File: config.mk
export PLATFORM = sky130hd
export DESIGN_NAME = return_temp_curve_valve_step_unit
export DESIGN_NICKNAME = d
export VERILOG_FILES = /design/src/hw/rtl/rtcv_pkg.sv /design/src/hw/rtl/rtcv_front.sv /design/src/hw/rtl/rtcv_div.sv /design/src/hw/rtl/rtcv_back.sv /design/src/hw/rtl/return_temp_curve_valve_step_unit.sv
export SDC_FILE = /design/constraint.sdc
export NUM_CORES = 2
export LEC_CHECK = 0
export BUFFER_PORTS_ARGS = -buffer_cell sky130_fd_sc_hd__buf_4
export CORE_MARGIN = 2
export CORE_UTILIZATION = 40
export CTS_CLUSTER_SIZE = 14
export DETAILED_ROUTE_END_ITERATION = 7
export GPL_TIMING_DRIVEN = 0
export PLACE_DENSITY_LB_ADDON = 0.1
export SYNTH_ARGS = -nofsm -noshare
export SYNTH_HDL_FRONTEND = slang
export SYNTH_SLANG_ARGS = --single-unit
File: constraint.sdc
create_clock -name clk -period 15.2 [get_ports clk]
set_input_delay 0 -clock clk [delete_from_list [all_inputs] [get_ports clk]]
set_output_delay 0 -clock clk [all_outputs]
set_load 0.02 [all_outputs]
File: src/hw/rtl/rtcv_pkg.sv
// ----------------------------------------------------------------------------
// rtcv_pkg
// Shared types, widths, register map and helpers for the return temperature
// curve valve step unit.
// ----------------------------------------------------------------------------
package rtcv_pkg;

  localparam int TempW = 13;
  localparam int TolW  = 10;
  localparam int TimeW = 16;
  localparam int GainW = 16;
  localparam int TagW  = 3;
  localparam int DirW  = 2;

  // Curve span and differences need one bit more than a temperature.
  localparam int SpanW   = TempW + 1;
  localparam int ProdW   = 2 * SpanW;
  localparam int ExcessW = TempW;
  localparam int RunProdW = GainW + ExcessW;

  // The quotient never needs more than TempW bits; two extra bits plus an
  // overflow flag is enough to saturate it.
  localparam int QuoW         = 15;
  localparam int BitsPerStage = 3;
  localparam int DivStages    = QuoW / BitsPerStage;

  typedef enum logic [DirW-1:0] {
    DIR_HALT  = 2'd0,
    DIR_CLOSE = 2'd1,
    DIR_OPEN  = 2'd2
  } dir_t;

  typedef enum logic [2:0] {
    REG_FLOW_LOW   = 3'd0,
    REG_FLOW_HIGH  = 3'd1,
    REG_RET_LOW    = 3'd2,
    REG_RET_HIGH   = 3'd3,
    REG_TOL        = 3'd4,
    REG_MIN_TIME   = 3'd5,
    REG_CLOSE_GAIN = 3'd6,
    REG_OPEN_GAIN  = 3'd7
  } reg_idx_t;

  localparam logic signed [TempW-1:0] RST_FLOW_LOW   = 13'sd640;
  localparam logic signed [TempW-1:0] RST_FLOW_HIGH  = 13'sd1200;
  localparam logic signed [TempW-1:0] RST_RET_LOW    = 13'sd480;
  localparam logic signed [TempW-1:0] RST_RET_HIGH   = 13'sd800;
  localparam logic [TolW-1:0]         RST_TOL        = 10'd32;
  localparam logic [TimeW-1:0]        RST_MIN_TIME   = 16'd32;
  localparam logic [GainW-1:0]        RST_CLOSE_GAIN = 16'd256;
  localparam logic [GainW-1:0]        RST_OPEN_GAIN  = 16'd256;

  // Marker for a faulty sensor: -99.9 K in 1/16 K.
  localparam logic signed [TempW-1:0] ERROR_MARK = -13'sd1598;

  typedef struct packed {
    logic signed [TempW-1:0] flow_low;
    logic signed [TempW-1:0] flow_high;
    logic signed [TempW-1:0] ret_low;
    logic signed [TempW-1:0] ret_high;
    logic [TolW-1:0]         tol;
    logic [TimeW-1:0]        min_time;
    logic [GainW-1:0]        close_gain;
    logic [GainW-1:0]        open_gain;
  } cfg_t;

  // Per-request fields that ride along the pipeline.
  typedef struct packed {
    logic [TagW-1:0]         tag;
    logic signed [TempW-1:0] ret;
    logic                    err;
    logic                    summer;
  } side_t;

  function automatic logic signed [SpanW-1:0] curve_span(input cfg_t c);
    logic signed [SpanW-1:0] hi;
    logic signed [SpanW-1:0] lo;
    hi = SpanW'(c.flow_high);
    lo = SpanW'(c.flow_low);
    return hi - lo;
  endfunction

endpackage

File: src/hw/rtl/rtcv_front.sv
// ----------------------------------------------------------------------------
// rtcv_front
// Curve differences and the interpolation numerator, two register stages.
// ----------------------------------------------------------------------------
module rtcv_front import rtcv_pkg::*; (
  input  logic                    clk,
  input  logic                    rst_n,
  input  cfg_t                    cfg,
  input  logic                    valid_i,
  input  side_t                   side_i,
  input  logic signed [TempW-1:0] flow_i,
  output logic                    valid_o,
  output side_t                   side_o,
  output logic signed [ProdW-1:0] num_o
);

  logic                    valid1_r;
  side_t                   side1_r;
  logic signed [SpanW-1:0] dr_r;
  logic signed [SpanW-1:0] df_r;
  logic                    valid2_r;
  side_t                   side2_r;
  logic signed [ProdW-1:0] num_r;

  always_ff @(posedge clk) begin
    if (!rst_n) begin
      valid1_r <= 1'b0;
      valid2_r <= 1'b0;
    end else begin
      valid1_r <= valid_i;
      valid2_r <= valid1_r;
    end
  end

  always_ff @(posedge clk) begin
    side1_r <= side_i;
    dr_r    <= SpanW'(cfg.ret_high) - SpanW'(cfg.ret_low);
    df_r    <= SpanW'(flow_i) - SpanW'(cfg.flow_low);
    side2_r <= side1_r;
    num_r   <= dr_r * df_r;
  end

  assign valid_o = valid2_r;
  assign side_o  = side2_r;
  assign num_o   = num_r;

endmodule

File: src/hw/rtl/rtcv_div.sv
// ----------------------------------------------------------------------------
// rtcv_div
// Pipelined restoring divider: numerator over curve span, a few quotient
// bits per stage, saturating through an overflow flag.
// ----------------------------------------------------------------------------
module rtcv_div import rtcv_pkg::*; (
  input  logic                    clk,
  input  logic                    rst_n,
  input  cfg_t                    cfg,
  input  logic                    valid_i,
  input  side_t                   side_i,
  input  logic signed [ProdW-1:0] num_i,
  output logic                    valid_o,
  output side_t                   side_o,
  output logic [QuoW-1:0]         quo_o,
  output logic                    ovf_o
);

  logic signed [SpanW-1:0] span;
  logic [ProdW-1:0]        den_ext;

  logic             valid_r [DivStages];
  side_t            side_r  [DivStages];
  logic [QuoW-1:0]  quo_r   [DivStages];
  logic             ovf_r   [DivStages];
  logic [ProdW-1:0] rem_r   [DivStages-1];

  // Only a positive span reaches the quotient, so its low bits suffice.
  assign span    = curve_span(cfg);
  assign den_ext = ProdW'(span[SpanW-2:0]);

  for (genvar s = 0; s < DivStages; s++) begin : g_stage
    logic             valid_in;
    side_t            side_in;
    logic [ProdW-1:0] rem_in;
    logic [QuoW-1:0]  quo_in;
    logic             ovf_in;
    logic [ProdW-1:0] rem_c;
    logic [QuoW-1:0]  quo_c;

    if (s == 0) begin : g_first
      // A numerator at or below zero gives a target at the low point,
      // the same as a zero quotient.
      assign valid_in = valid_i;
      assign side_in  = side_i;
      assign rem_in   = (num_i > 0) ? $unsigned(num_i) : '0;
      assign quo_in   = '0;
      assign ovf_in   = rem_in >= (den_ext << QuoW);
    end else begin : g_next
      assign valid_in = valid_r[s-1];
      assign side_in  = side_r[s-1];
      assign rem_in   = rem_r[s-1];
      assign quo_in   = quo_r[s-1];
      assign ovf_in   = ovf_r[s-1];
    end

    always_comb begin
      rem_c = rem_in;
      quo_c = quo_in;
      for (int j = 0; j < BitsPerStage; j++) begin
        if (rem_c >= (den_ext << (QuoW - 1 - BitsPerStage * s - j))) begin
          rem_c = rem_c - (den_ext << (QuoW - 1 - BitsPerStage * s - j));
          quo_c[QuoW - 1 - BitsPerStage * s - j] = 1'b1;
        end
      end
    end

    always_ff @(posedge clk) begin
      if (!rst_n) begin
        valid_r[s] <= 1'b0;
      end else begin
        valid_r[s] <= valid_in;
      end
    end

    always_ff @(posedge clk) begin
      side_r[s] <= side_in;
      quo_r[s]  <= quo_c;
      ovf_r[s]  <= ovf_in;
    end

    if (s < DivStages - 1) begin : g_rem
      always_ff @(posedge clk) begin
        rem_r[s] <= rem_c;
      end
    end
  end

  assign valid_o = valid_r[DivStages-1];
  assign side_o  = side_r[DivStages-1];
  assign quo_o   = quo_r[DivStages-1];
  assign ovf_o   = ovf_r[DivStages-1];

endmodule

File: src/hw/rtl/rtcv_back.sv
// ----------------------------------------------------------------------------
// rtcv_back
// Target clamp, dead band decision, run time product and saturation,
// four register stages ending in the result registers.
// ----------------------------------------------------------------------------
module rtcv_back import rtcv_pkg::*; (
  input  logic                    clk,
  input  logic                    rst_n,
  input  cfg_t                    cfg,
  input  logic                    valid_i,
  input  side_t                   side_i,
  input  logic [QuoW-1:0]         quo_i,
  input  logic                    ovf_i,
  output logic                    strobe_o,
  output logic [TagW-1:0]         tag_o,
  output logic [DirW-1:0]         dir_o,
  output logic [TimeW-1:0]        time_o,
  output logic signed [TempW-1:0] target_o
);

  localparam int SumW = TempW + 4;
  localparam int RunW = TimeW + RunProdW - 8 + 1;

  // Target stage.
  logic signed [SpanW-1:0] span;
  logic signed [SumW-1:0]  sum;
  logic signed [SumW-1:0]  ret_high_ext;
  logic signed [TempW-1:0] target_c;
  logic                    valid_t_r;
  side_t                   side_t_r;
  logic signed [TempW-1:0] target_t_r;

  // Decision stage.
  logic signed [SpanW-1:0] diff;
  logic signed [SpanW-1:0] tol_s;
  logic signed [SpanW-1:0] ex_close;
  logic signed [SpanW-1:0] ex_open;
  logic                    active;
  dir_t                    dir_c;
  logic                    valid_d_r;
  logic [TagW-1:0]         tag_d_r;
  logic signed [TempW-1:0] target_d_r;
  dir_t                    dir_d_r;
  logic [ExcessW-1:0]      excess_d_r;
  logic [GainW-1:0]        gain_d_r;

  // Product stage.
  logic                    valid_m_r;
  logic [TagW-1:0]         tag_m_r;
  logic signed [TempW-1:0] target_m_r;
  dir_t                    dir_m_r;
  logic [RunProdW-1:0]     prod_m_r;

  // Result stage.
  logic [RunW-1:0]         run_sum;
  logic [TimeW-1:0]        time_c;
  logic                    strobe_r;
  logic [TagW-1:0]         tag_r;
  dir_t                    dir_r;
  logic [TimeW-1:0]        time_r;
  logic signed [TempW-1:0] target_r;

  assign span         = curve_span(cfg);
  assign sum          = SumW'(cfg.ret_low) + $signed(SumW'(quo_i));
  assign ret_high_ext = SumW'(cfg.ret_high);

  // The quotient is never negative, so only the upper clamp can act.
  always_comb begin
    priority if (side_i.err) begin
      target_c = ERROR_MARK;
    end else if (side_i.summer) begin
      target_c = '0;
    end else if (span <= 0) begin
      target_c = cfg.ret_low;
    end else if (ovf_i || (sum > ret_high_ext)) begin
      target_c = cfg.ret_high;
    end else begin
      target_c = sum[TempW-1:0];
    end
  end

  assign active   = !side_t_r.err && !side_t_r.summer;
  assign diff     = SpanW'(side_t_r.ret) - SpanW'(target_t_r);
  assign tol_s    = $signed(SpanW'(cfg.tol));
  assign ex_close = diff - tol_s;
  assign ex_open  = -diff - tol_s;

  always_comb begin
    priority if (active && (diff > tol_s)) begin
      dir_c = DIR_CLOSE;
    end else if (active && (diff < -tol_s)) begin
      dir_c = DIR_OPEN;
    end else begin
      dir_c = DIR_HALT;
    end
  end

  assign run_sum = RunW'(cfg.min_time) + RunW'(prod_m_r[RunProdW-1:8]);

  always_comb begin
    if (dir_m_r == DIR_HALT) begin
      time_c = '0;
    end else if (run_sum > RunW'({TimeW{1'b1}})) begin
      time_c = {TimeW{1'b1}};
    end else begin
      time_c = run_sum[TimeW-1:0];
    end
  end

  always_ff @(posedge clk) begin
    if (!rst_n) begin
      valid_t_r <= 1'b0;
      valid_d_r <= 1'b0;
      valid_m_r <= 1'b0;
      strobe_r  <= 1'b0;
    end else begin
      valid_t_r <= valid_i;
      valid_d_r <= valid_t_r;
      valid_m_r <= valid_d_r;
      strobe_r  <= valid_m_r;
    end
  end

  always_ff @(posedge clk) begin
    side_t_r   <= side_i;
    target_t_r <= target_c;

    tag_d_r    <= side_t_r.tag;
    target_d_r <= target_t_r;
    dir_d_r    <= dir_c;
    excess_d_r <= (dir_c == DIR_OPEN) ? ex_open[ExcessW-1:0] : ex_close[ExcessW-1:0];
    gain_d_r   <= (dir_c == DIR_OPEN) ? cfg.open_gain : cfg.close_gain;

    tag_m_r    <= tag_d_r;
    target_m_r <= target_d_r;
    dir_m_r    <= dir_d_r;
    prod_m_r   <= gain_d_r * excess_d_r;

    tag_r      <= tag_m_r;
    target_r   <= target_m_r;
    dir_r      <= dir_m_r;
    time_r     <= time_c;
  end

  assign strobe_o = strobe_r;
  assign tag_o    = tag_r;
  assign dir_o    = dir_r;
  assign time_o   = time_r;
  assign target_o = target_r;

endmodule

File: src/hw/rtl/return_temp_curve_valve_step_unit.sv
// ----------------------------------------------------------------------------
// return_temp_curve_valve_step_unit: heating curve three-point valve control.
// Accepts one request per cycle.
// busy stays low: an 11-stage pipeline with a 3-bit-per-stage divider.
// Synchronous reset clears pipeline valids and loads register defaults.
// ----------------------------------------------------------------------------
module return_temp_curve_valve_step_unit import rtcv_pkg::*; (
  input  logic                    clk,
  input  logic                    rst_n,
  // Configuration port.
  input  logic                    psel,
  input  logic                    penable,
  input  logic                    pwrite,
  input  logic [4:0]              paddr,
  input  logic [31:0]             pwdata,
  output logic [31:0]             prdata,
  output logic                    pready,
  // Request channel.
  input  logic                    start,
  output logic                    busy,
  input  logic [TagW-1:0]         in_valve_number,
  input  logic signed [TempW-1:0] in_flow_temp,
  input  logic signed [TempW-1:0] in_return_temp,
  input  logic                    in_sensor_error,
  input  logic                    in_summer_mode,
  // Result channel.
  output logic                    out_strobe,
  output logic [TagW-1:0]         out_valve_tag,
  output logic [DirW-1:0]         out_direction,
  output logic [TimeW-1:0]        out_motor_time,
  output logic signed [TempW-1:0] out_target_return_temp
);

  cfg_t                    cfg_r;
  reg_idx_t                reg_idx;
  logic                    wr_en;
  side_t                   side_in;
  logic                    accept;

  logic                    f_valid;
  side_t                   f_side;
  logic signed [ProdW-1:0] f_num;
  logic                    d_valid;
  side_t                   d_side;
  logic [QuoW-1:0]         d_quo;
  logic                    d_ovf;

  assign pready  = 1'b1;
  assign busy    = 1'b0;
  assign reg_idx = reg_idx_t'(paddr[4:2]);
  assign wr_en   = psel && penable && pwrite && pready;

  always_ff @(posedge clk) begin
    if (!rst_n) begin
      cfg_r.flow_low   <= RST_FLOW_LOW;
      cfg_r.flow_high  <= RST_FLOW_HIGH;
      cfg_r.ret_low    <= RST_RET_LOW;
      cfg_r.ret_high   <= RST_RET_HIGH;
      cfg_r.tol        <= RST_TOL;
      cfg_r.min_time   <= RST_MIN_TIME;
      cfg_r.close_gain <= RST_CLOSE_GAIN;
      cfg_r.open_gain  <= RST_OPEN_GAIN;
    end else if (wr_en) begin
      unique case (reg_idx)
        REG_FLOW_LOW:   cfg_r.flow_low   <= pwdata[TempW-1:0];
        REG_FLOW_HIGH:  cfg_r.flow_high  <= pwdata[TempW-1:0];
        REG_RET_LOW:    cfg_r.ret_low    <= pwdata[TempW-1:0];
        REG_RET_HIGH:   cfg_r.ret_high   <= pwdata[TempW-1:0];
        REG_TOL:        cfg_r.tol        <= pwdata[TolW-1:0];
        REG_MIN_TIME:   cfg_r.min_time   <= pwdata[TimeW-1:0];
        REG_CLOSE_GAIN: cfg_r.close_gain <= pwdata[GainW-1:0];
        REG_OPEN_GAIN:  cfg_r.open_gain  <= pwdata[GainW-1:0];
        default: ;
      endcase
    end
  end

  // Temperature registers read back sign-extended.
  always_comb begin
    unique case (reg_idx)
      REG_FLOW_LOW:   prdata = 32'(cfg_r.flow_low);
      REG_FLOW_HIGH:  prdata = 32'(cfg_r.flow_high);
      REG_RET_LOW:    prdata = 32'(cfg_r.ret_low);
      REG_RET_HIGH:   prdata = 32'(cfg_r.ret_high);
      REG_TOL:        prdata = 32'(cfg_r.tol);
      REG_MIN_TIME:   prdata = 32'(cfg_r.min_time);
      REG_CLOSE_GAIN: prdata = 32'(cfg_r.close_gain);
      REG_OPEN_GAIN:  prdata = 32'(cfg_r.open_gain);
      default:        prdata = '0;
    endcase
  end

  assign accept         = start && !busy;
  assign side_in.tag    = in_valve_number;
  assign side_in.ret    = in_return_temp;
  assign side_in.err    = in_sensor_error;
  assign side_in.summer = in_summer_mode;

  rtcv_front u_front (
    .clk     (clk),
    .rst_n   (rst_n),
    .cfg     (cfg_r),
    .valid_i (accept),
    .side_i  (side_in),
    .flow_i  (in_flow_temp),
    .valid_o (f_valid),
    .side_o  (f_side),
    .num_o   (f_num)
  );

  rtcv_div u_div (
    .clk     (clk),
    .rst_n   (rst_n),
    .cfg     (cfg_r),
    .valid_i (f_valid),
    .side_i  (f_side),
    .num_i   (f_num),
    .valid_o (d_valid),
    .side_o  (d_side),
    .quo_o   (d_quo),
    .ovf_o   (d_ovf)
  );

  rtcv_back u_back (
    .clk      (clk),
    .rst_n    (rst_n),
    .cfg      (cfg_r),
    .valid_i  (d_valid),
    .side_i   (d_side),
    .quo_i    (d_quo),
    .ovf_i    (d_ovf),
    .strobe_o (out_strobe),
    .tag_o    (out_valve_tag),
    .dir_o    (out_direction),
    .time_o   (out_motor_time),
    .target_o (out_target_return_temp)
  );

endmodule
==> flow_metrics.tcl <==
set metrics [dict create \
    cts.path.max_buffers 3 \
    hold_end "u_front.side1_r[12]$_DFF_P_" \
    cpPeakStageDelay_ns 0.68 \
    ir_drop_uv 528 \
    start_kind "flop" \
    final_util 0.455 \
    area_growth_pct 13.0 \
    outcome "completed" \
    io_buffers 110 \
    endpoint_kind "flop" \
    rsz0062_at_grt "no" \
    setup_viol 0 \
    pin_count 143 \
    reg2reg_slack_ns 1.17 \
    rr_startpoint "cfg_r[97]$_SDFFE_PN0P_" \
    gp_congestion 0.940 \
    cpMaxStageDelayCell "buf_2" \
    cap_violations 0 \
    ys_seq_area_frac 0.252 \
    worst_r2r_path_depth 47 \
    synth_cells 5523 \
    postCtsSetupRepairBufs 0 \
    dieHeight_um 354 \
    numCtsBuffers 72 \
    tritoncts "done" \
    syn_avg_cell_area_um2 8.86 \
    skew_ns 0.0321 \
    postCtsHoldBufs 77 \
    routed_wl_um 144000 \
    clkSlewWorstSetupHoldPaths_ns 0.07 \
    worstHoldPathCells 2 \
    grtUsageTotal 0.231 \
    leakage_nw 24.7 \
    fill_cells 12000 \
    powerDensity_nw_per_um2 243 \
    worstPathRequired_ns 15.69 \
    fp.dieArea_um2 125000 \
    worstMarginPinSlew_ns 1.32 \
    ctsRootBufferMaster "clkbuf_16" \
    multi_input_area_um2 33500 \
    clock_sinks 616 \
    antenna_left 0 \
    fp.dieW_um 354 \
    cp_top_family "compound AO/OA/AOI/OAI gates" \
    grt_max_degree 22 \
    nNetsFinal 6702 \
    htreeDepth 3 \
    layout_common_cells "nand2_1, dfxtp_1, inv_1" \
    first_global_vias 39100 \
    antenna_found_initial 7 \
    dp.cells 7270 \
    finalNonFillerCells 7479 \
    dp_hpwl_um 117000 \
    yosysWarnings 0 \
    clock.fmax_ghz 0.0713 \
    relSlewSlack 0.0974 \
    crit_fanout 17 \
    setup_ws_ns 1.17 \
    hold_path_class "input port to flop" \
    worstSetupPathType "flop to flop" \
    power_mw 13.4 \
    drt_iter0_drc 2466 \
    drc 0 \
    gr-total-overflow 0 \
    hold_start "in_return_temp[10]" \
    pre_cts_ws_ns 1.38 \
    row_count 128 \
    slew_viol_final 0 \
    cts_resized 0 \
    synthFlopType "dfxtp_1" \
    hold_slack_ns 0.0362 \
    layout_commonest_cell "nand2_1" \
    viasPerCell 5.19 \
    crit_arrival_ns 14.52 \
    fin_setup_tns_ns 0 \
    vias 38800 \
    post_route_cells_drive_above_1_share 0.0745 \
    syn_area_um2 48900 \
    worstSkewPairLatency_ns 0.65 \
    finalHoldViolations 0 \
    yosys_register_bits 616 \
    placed_area_um2 52000 \
    grt_pass1_wl_um 227000 \
    design_area_um2 55300 \
    synth_edf_count 0 \
    min_period_ns 14.03 \
    critPathBufInv 9 \
    start_util 0.402 \
    placeableCoreArea_um2 122000 \
    period_share 0.923 \
    regArea_um2 12300 \
    async_flop_share 0 \
    ys_types 115 \
    wire_per_inst_um 19.3 \
    dr.pass1.iters 5 \
    reg2reg_to "u_div.rem_r[0][24]$_DFF_P_" \
]
==> power breakdown <==
group / internal (mW) / total, mW / switching (mW)
logic: 4.01 / 9.38 / 5.38
clock network: 1.04 / 1.78 / 0.744
registers: 2.02 / 2.28 / 0.254
==> state kept, by name (all words and copies together) (netlist names), 5 cells and up <==
signal             cells
u_div.side_r          90
u_back.target_d_r     13
u_back.target_t_r     13
u_front.side1_r       18
u_div.ovf_r            5
u_back.target_o       13
u_back.target_m_r     13
cfg_r                110
u_back.side_t_r       18
u_back.excess_d_r     13
u_div.valid_r          5
u_back.time_o         16
u_back.gain_d_r       16
u_front.side_o        18
u_front.dr_r          14
u_back.prod_m_r       21
u_div.quo_r           45
u_div.rem_r          112
u_front.df_r          14
u_front.num_o         28
==> synthesized netlist by cell type (19+ instances only) <==
| cell type | count | area, um^2 |
|---|---|---|
| a211oi_1 | 34 | 255 |
| a21boi_0 | 109 | 818 |
| a21o_1 | 95 | 713 |
| a21oi_1 | 288 | 1440 |
| a31oi_1 | 38 | 238 |
| and2_1 | 206 | 1290 |
| and3_1 | 23 | 144 |
| buf_4 | 28 | 210 |
| clkbuf_1 | 150 | 563 |
| dfxtp_1 | 616 | 12300 |
| fa_1 | 370 | 7410 |
| ha_1 | 462 | 5780 |
| inv_1 | 594 | 2230 |
| maj3_1 | 19 | 190 |
| mux2_2 | 48 | 541 |
| mux2i_1 | 66 | 661 |
| nand2_1 | 664 | 2490 |
| nand2b_1 | 71 | 444 |
| nand3_1 | 83 | 415 |
| nand4_1 | 50 | 313 |
| nor2_1 | 273 | 1020 |
| nor2b_1 | 70 | 438 |
| nor3_1 | 50 | 250 |
| nor4_1 | 41 | 257 |
| o211ai_1 | 28 | 210 |
| o21a_1 | 37 | 278 |
| o21ai_0 | 193 | 966 |
| o21bai_1 | 62 | 465 |
| o31ai_1 | 38 | 285 |
| or2_2 | 27 | 169 |
| or3_1 | 21 | 131 |
| xnor2_1 | 263 | 2300 |
| xor2_1 | 89 | 780 |
==> worst max-delay path by stage <==
stage                                 from  cells after the start                          to
floorplan           cfg_r[98]$_SDFFE_PN0P_                     50  u_div.rem_r[2][21]$_DFF_P_
detailed placement  cfg_r[97]$_SDFFE_PN0P_                     47  u_div.rem_r[0][19]$_DFF_P_
CTS                 cfg_r[97]$_SDFFE_PN0P_                     47  u_div.rem_r[0][19]$_DFF_P_
finish              cfg_r[97]$_SDFFE_PN0P_                     47  u_div.rem_r[0][24]$_DFF_P_
global placement    cfg_r[98]$_SDFFE_PN0P_                     52  u_div.rem_r[2][21]$_DFF_P_
global route        cfg_r[97]$_SDFFE_PN0P_                     47  u_div.rem_r[0][24]$_DFF_P_
==> cell type report <==
type,count,area share
flip-flops and latches,616,0.223
plain buffers,205,0.0168
clock inverters,42,0.00955
inverters,603,0.0410
repair buffers,198,0.0323
multi-input cells,4100,0.606
clock buffers,88,0.0348
diodes,2,0.0000906
well taps,1625,0.0368
==> kinds of logic (layout without fill, tap and decap cells) <==
group	after synthesis	after routing	share of synthesized area
and+or+nand+nor	1669	1669	0.168
AOI/OAI and AO/OA	1096	1096	0.148
adders and majority gates	854	854	0.274
buffers and inverters	808	1136	0.0651
DFF	616	616	0.252
xor gates and xnor gates	359	359	0.0660
muxes	119	119	0.0266
other	2	5	0.000154
==> per-layer routing <==
metal,track usage,part of all wire
met5,0,0
met4,0.0618,0.024
met3,0.0278,0.052
met2,0.375,0.46
met1,0.325,0.47
Note: power is estimated with default switching activity, not from simulation.
